$ cat src/rtl/fbfl_pkg.sv
// Shared types and constants for the fixed block free list allocator.
// No dependencies; imported by every module of the block.
package fbfl_pkg;

  localparam int unsigned CAPACITY    = 4096;
  localparam int unsigned ADDR_W      = $clog2(CAPACITY);
  localparam int unsigned CNT_W       = 13;
  localparam int unsigned BYTES_W     = 28;
  localparam int unsigned PROD_W      = 29;
  localparam int unsigned CFG_IDX_W   = 2;
  localparam int unsigned CFG_DATA_W  = 16;

  localparam logic [CNT_W-1:0] CAP_CNT     = CNT_W'(CAPACITY);
  localparam logic [CNT_W-1:0] CHUNK_FLOOR = CNT_W'(16);
  localparam logic [15:0]      MIN_BLOCK_BYTES = 16'd8;

  // configuration register indexes
  localparam logic [CFG_IDX_W-1:0] REG_BLOCK_BYTES   = 2'd0;
  localparam logic [CFG_IDX_W-1:0] REG_FIRST_CHUNK   = 2'd1;
  localparam logic [CFG_IDX_W-1:0] REG_BLOCK_LIMIT   = 2'd2;
  localparam logic [CFG_IDX_W-1:0] REG_ZERO_ON_GRANT = 2'd3;

  // request codes
  localparam logic [1:0] FUNC_ALLOC = 2'd0;
  localparam logic [1:0] FUNC_FREE  = 2'd1;
  localparam logic [1:0] FUNC_RESET = 2'd2;
  localparam logic [1:0] FUNC_STATS = 2'd3;

  // status codes
  localparam logic [1:0] STATUS_OK        = 2'd0;
  localparam logic [1:0] STATUS_NO_BLOCK  = 2'd1;
  localparam logic [1:0] STATUS_BAD_FREE  = 2'd2;

  typedef struct packed {
    logic [15:0]      block_bytes;
    logic [CNT_W-1:0] first_chunk_blocks;
    logic [CNT_W-1:0] block_limit;
    logic             zero_on_grant;
  } cfg_t;

endpackage

$ cat src/rtl/fbfl_cfg_regs.sv
// Configuration register bank for the allocator.
// Depends on fbfl_pkg for the register indexes and the cfg_t struct.
module fbfl_cfg_regs import fbfl_pkg::*; (
  input  logic                  clk_i,
  input  logic                  rst_ni,
  input  logic                  cfg_valid_i,
  output logic                  cfg_ready_o,
  input  logic [CFG_IDX_W-1:0]  cfg_index_i,
  input  logic [CFG_DATA_W-1:0] cfg_data_i,
  output cfg_t                  cfg_o
);

  cfg_t cfg_q;

  assign cfg_ready_o = 1'b1;
  assign cfg_o       = cfg_q;

  always_ff @(posedge clk_i or negedge rst_ni) begin
    if (!rst_ni) begin
      cfg_q.block_bytes        <= 16'd512;
      cfg_q.first_chunk_blocks <= CNT_W'(256);
      cfg_q.block_limit        <= CNT_W'(4096);
      cfg_q.zero_on_grant      <= 1'b1;
    end else if (cfg_valid_i) begin
      case (cfg_index_i)
        REG_BLOCK_BYTES:   cfg_q.block_bytes        <= cfg_data_i;
        REG_FIRST_CHUNK:   cfg_q.first_chunk_blocks <= cfg_data_i[CNT_W-1:0];
        REG_BLOCK_LIMIT:   cfg_q.block_limit        <= cfg_data_i[CNT_W-1:0];
        REG_ZERO_ON_GRANT: cfg_q.zero_on_grant      <= cfg_data_i[0];
        default: ;
      endcase
    end
  end

endmodule

$ cat config.mk
export PLATFORM = sky130hd
export DESIGN_NAME = fbfl_cfg_regs
export DESIGN_NICKNAME = d
export VERILOG_FILES = /design/src/rtl/fbfl_pkg.sv /design/src/rtl/fbfl_cfg_regs.sv
export SDC_FILE = /design/constraint.sdc
export NUM_CORES = 1
export LEC_CHECK = 0
export BUFFER_PORTS_ARGS = -buffer_cell sky130_fd_sc_hd__buf_4
export CAP_MARGIN = 30
export CORE_MARGIN = 2
export CORE_UTILIZATION = 31
export DETAILED_ROUTE_END_ITERATION = 16
export PLACE_DENSITY = 0.63
export REMOVE_ABC_BUFFERS = 1
export SLEW_MARGIN = 20
export SYNTH_ARGS = -nofsm -noshare
export SYNTH_HDL_FRONTEND = slang
export SYNTH_SLANG_ARGS = --single-unit
$ cat constraint.sdc
create_clock -name clk_i -period 2 [get_ports clk_i]
set_input_delay 0.2 -clock clk_i [delete_from_list [all_inputs] [get_ports clk_i]]
set_output_delay 0.2 -clock clk_i [all_outputs]
set_load 0.005 [all_outputs]
==> impl_metrics.yaml <==
power:
  peakVddDrop_mv: 0.303
  p_leak_nw: 1.06
  p_total_mw: 2.29
  powerDensity_nw_per_um2: 997
global_routing:
  grt_pass1_wl_um: 5620
  grt_use_total_pct: 12.3
  gr-total-overflow: 0
  grt_max_degree: 44
  grt_pass1_vias: 1087
  antenna_found_initial: 0
detailed_routing:
  wl_um: 3440
  ant_nets: 0
  wl_per_cell_um: 14.7
  viasPerCell: 4.41
  drc: 0
  via_count: 1031
  drt_iter0_markers: 30
  drtPass1Iterations: 3
critical_path:
  cp-startpoint: "cfg_index_i[1]"
  worstPathArrival_ns: 1.36
  cp_max_fo: 13
  crit_path_top_delay_cell: "nand3b_1"
  critPathBufInv: 1
  cp.required_ns: 2.17
  r2r_start: "cfg_o[29]"
  setup.worst_path.class: "in -> reg"
  cp-start-kind: "primary input"
  endpoint_kind: "flip-flop"
  slowest_delay_ns: 0.56
  path_cells: "buf_4, nand3b_1, mux2_2"
  crit_family: "simple AND/OR/NAND/NOR gates"
job:
  cap_violations: 0
clock_tree:
  clk_latency_ns: 0.28
  cts.sinks: 43
  cts_inserted_buffers: 5
  post_cts_buffers: 0
  post_cts_resized: 0
  clockBufferDepth: 2
  clockRootBuffer: "clkbuf_8"
  clk_pin_slew_ns: 0.07
  cts_tree: "yes"
  h-tree-depth: 2
logic_synthesis:
  syn_avg_cell_area_um2: 17.3
  ys_types: 9
  synth_area_um2: 1650
  yosysWarnings: 0
  synth-seq-cells: 43
  seq_area_frac_synth_pct: 65.7
  synthCells: 95
timing:
  relSlewSlack_pct: 53.5
  rsz0062_at_grt: "no"
  period_minus_slack_ns: 1.20
  maxSlewViolCount: 0
  finalCritPeriodShare_pct: 59.8
  setup_tns_ns: 0
  skew_ns: 0
  fmax_mhz: 836
  setup_violations: 0
  timing_hold_violations_final: 0
  worst_slew_pin_slew_ns: 0.695
cells_and_area:
  final_cell_mix: "65 x buf_4, 43 x mux2_2, 39 x dfrtp_1, 5 x clkbuf_8, 4 x dfstp_2"
  multi_input_area_um2: 527
  largest_register_ffs: 43
  nFillCells: 467
  design_area_um2: 2300
  fin_nets: 185
  regArea_um2: 1080
  num_antenna_cells: 0
  areaGrowthSynthToFinish_pct: 39.5
  final_cells: 234
  drive_gt1_share_pct: 72.6
  final_common_cell: "buf_4"
  post-route-util_pct: 45.0
place:
  io_buffers: 63
  place.detailed.hpwl_um: 2490
  post_dp_cell_area_um2: 2180
  dp_cells: 226
  gp_congestion: 0.721
floorplan:
  die_y_um: 76.9
  floorplan.initialDensity_pct: 32.2
  die_w_um: 76.9
  die_area_um2: 5910
  rows: 26
  coreArea_um2: 5110
  pin_count: 65
hold_path:
  hp-start: "cfg_data_i[13]"
  worstHoldPathType: "in -> reg"
run_status:
  status: "complete, no violations"
[timing repair]
action | CTS | global route
endpoints found under the hold margin | 39 | 0
hold buffers | 1 | 0
endpoints found under the setup margin | 0 | 0
[final timing paths]
| check | end | slack, ns | depth (start not counted) |
|---|---|---|---|
| min | cfg_o[40] | 0.15 | 2 |
| min reg2reg | cfg_o[23] | 0.51 | 1 |
| max reg2reg | cfg_o[29] | 1.22 | 1 |
| max in group asynchronous | cfg_o[36] | 1.17 | 2 |
| min in group asynchronous | cfg_o[2] | 0.45 | 2 |
| max | cfg_o[23] | 0.80 | 3 |
[Yosys cell counts, drive strengths merged]
library cell	number	area share (%)
mux2	43	29
dfrtp	39	59
buf	4	2.3
dfstp	4	6.4
nand3b	2	0.91
conb	1	0.23
nand3	1	0.30
nor3b	1	1.1
[routing by layer]
metal | part of all wire, % | global-route usage (%) | wire length, um | up-vias
li1 | - | - | - | 468
met1 | 44 | 15.1 | 1510 | 519
met2 | 49 | 19.9 | 1690 | 38
met3 | 5.4 | 3.65 | 187 | 6
met4 | 1.6 | 5.27 | 55 | 0
met5 | 0 | 0 | 0 | -
[cell type report]
type	count	area share (%)
clock buffers	6	3.16
clock inverters	1	1.31
multi-input cells	48	22.9
flip-flops and latches	43	47.1
well taps	70	3.81
repair buffers	66	21.7
[per-stage QoR]
step | setup slack (ns) | hold slack, ns
final | 0.804 | 0.150
after global routing | 0.734 | 0.134
after CTS | 0.796 | 0.138
after detailed placement | 0.479 | 0.223
after global placement | 0.529 | 0.203
after floorplan | 0.769 | -0.0956
[report_power, final]
part           switching [mW]  internal [mW]
combinational           0.169          0.350
sequential             0.0895           1.05
clock                   0.269          0.366
total                   0.527           1.76
[kinds of logic after synthesis]
logic type	count (synthesis)	synth area share (%)
multiplexers	43	29.4
other	1	0.228
buffers and inverters	4	2.28
AND/OR/NAND/NOR	4	2.36
flip-flops	43	65.7
(Power assumes the default switching activity.)
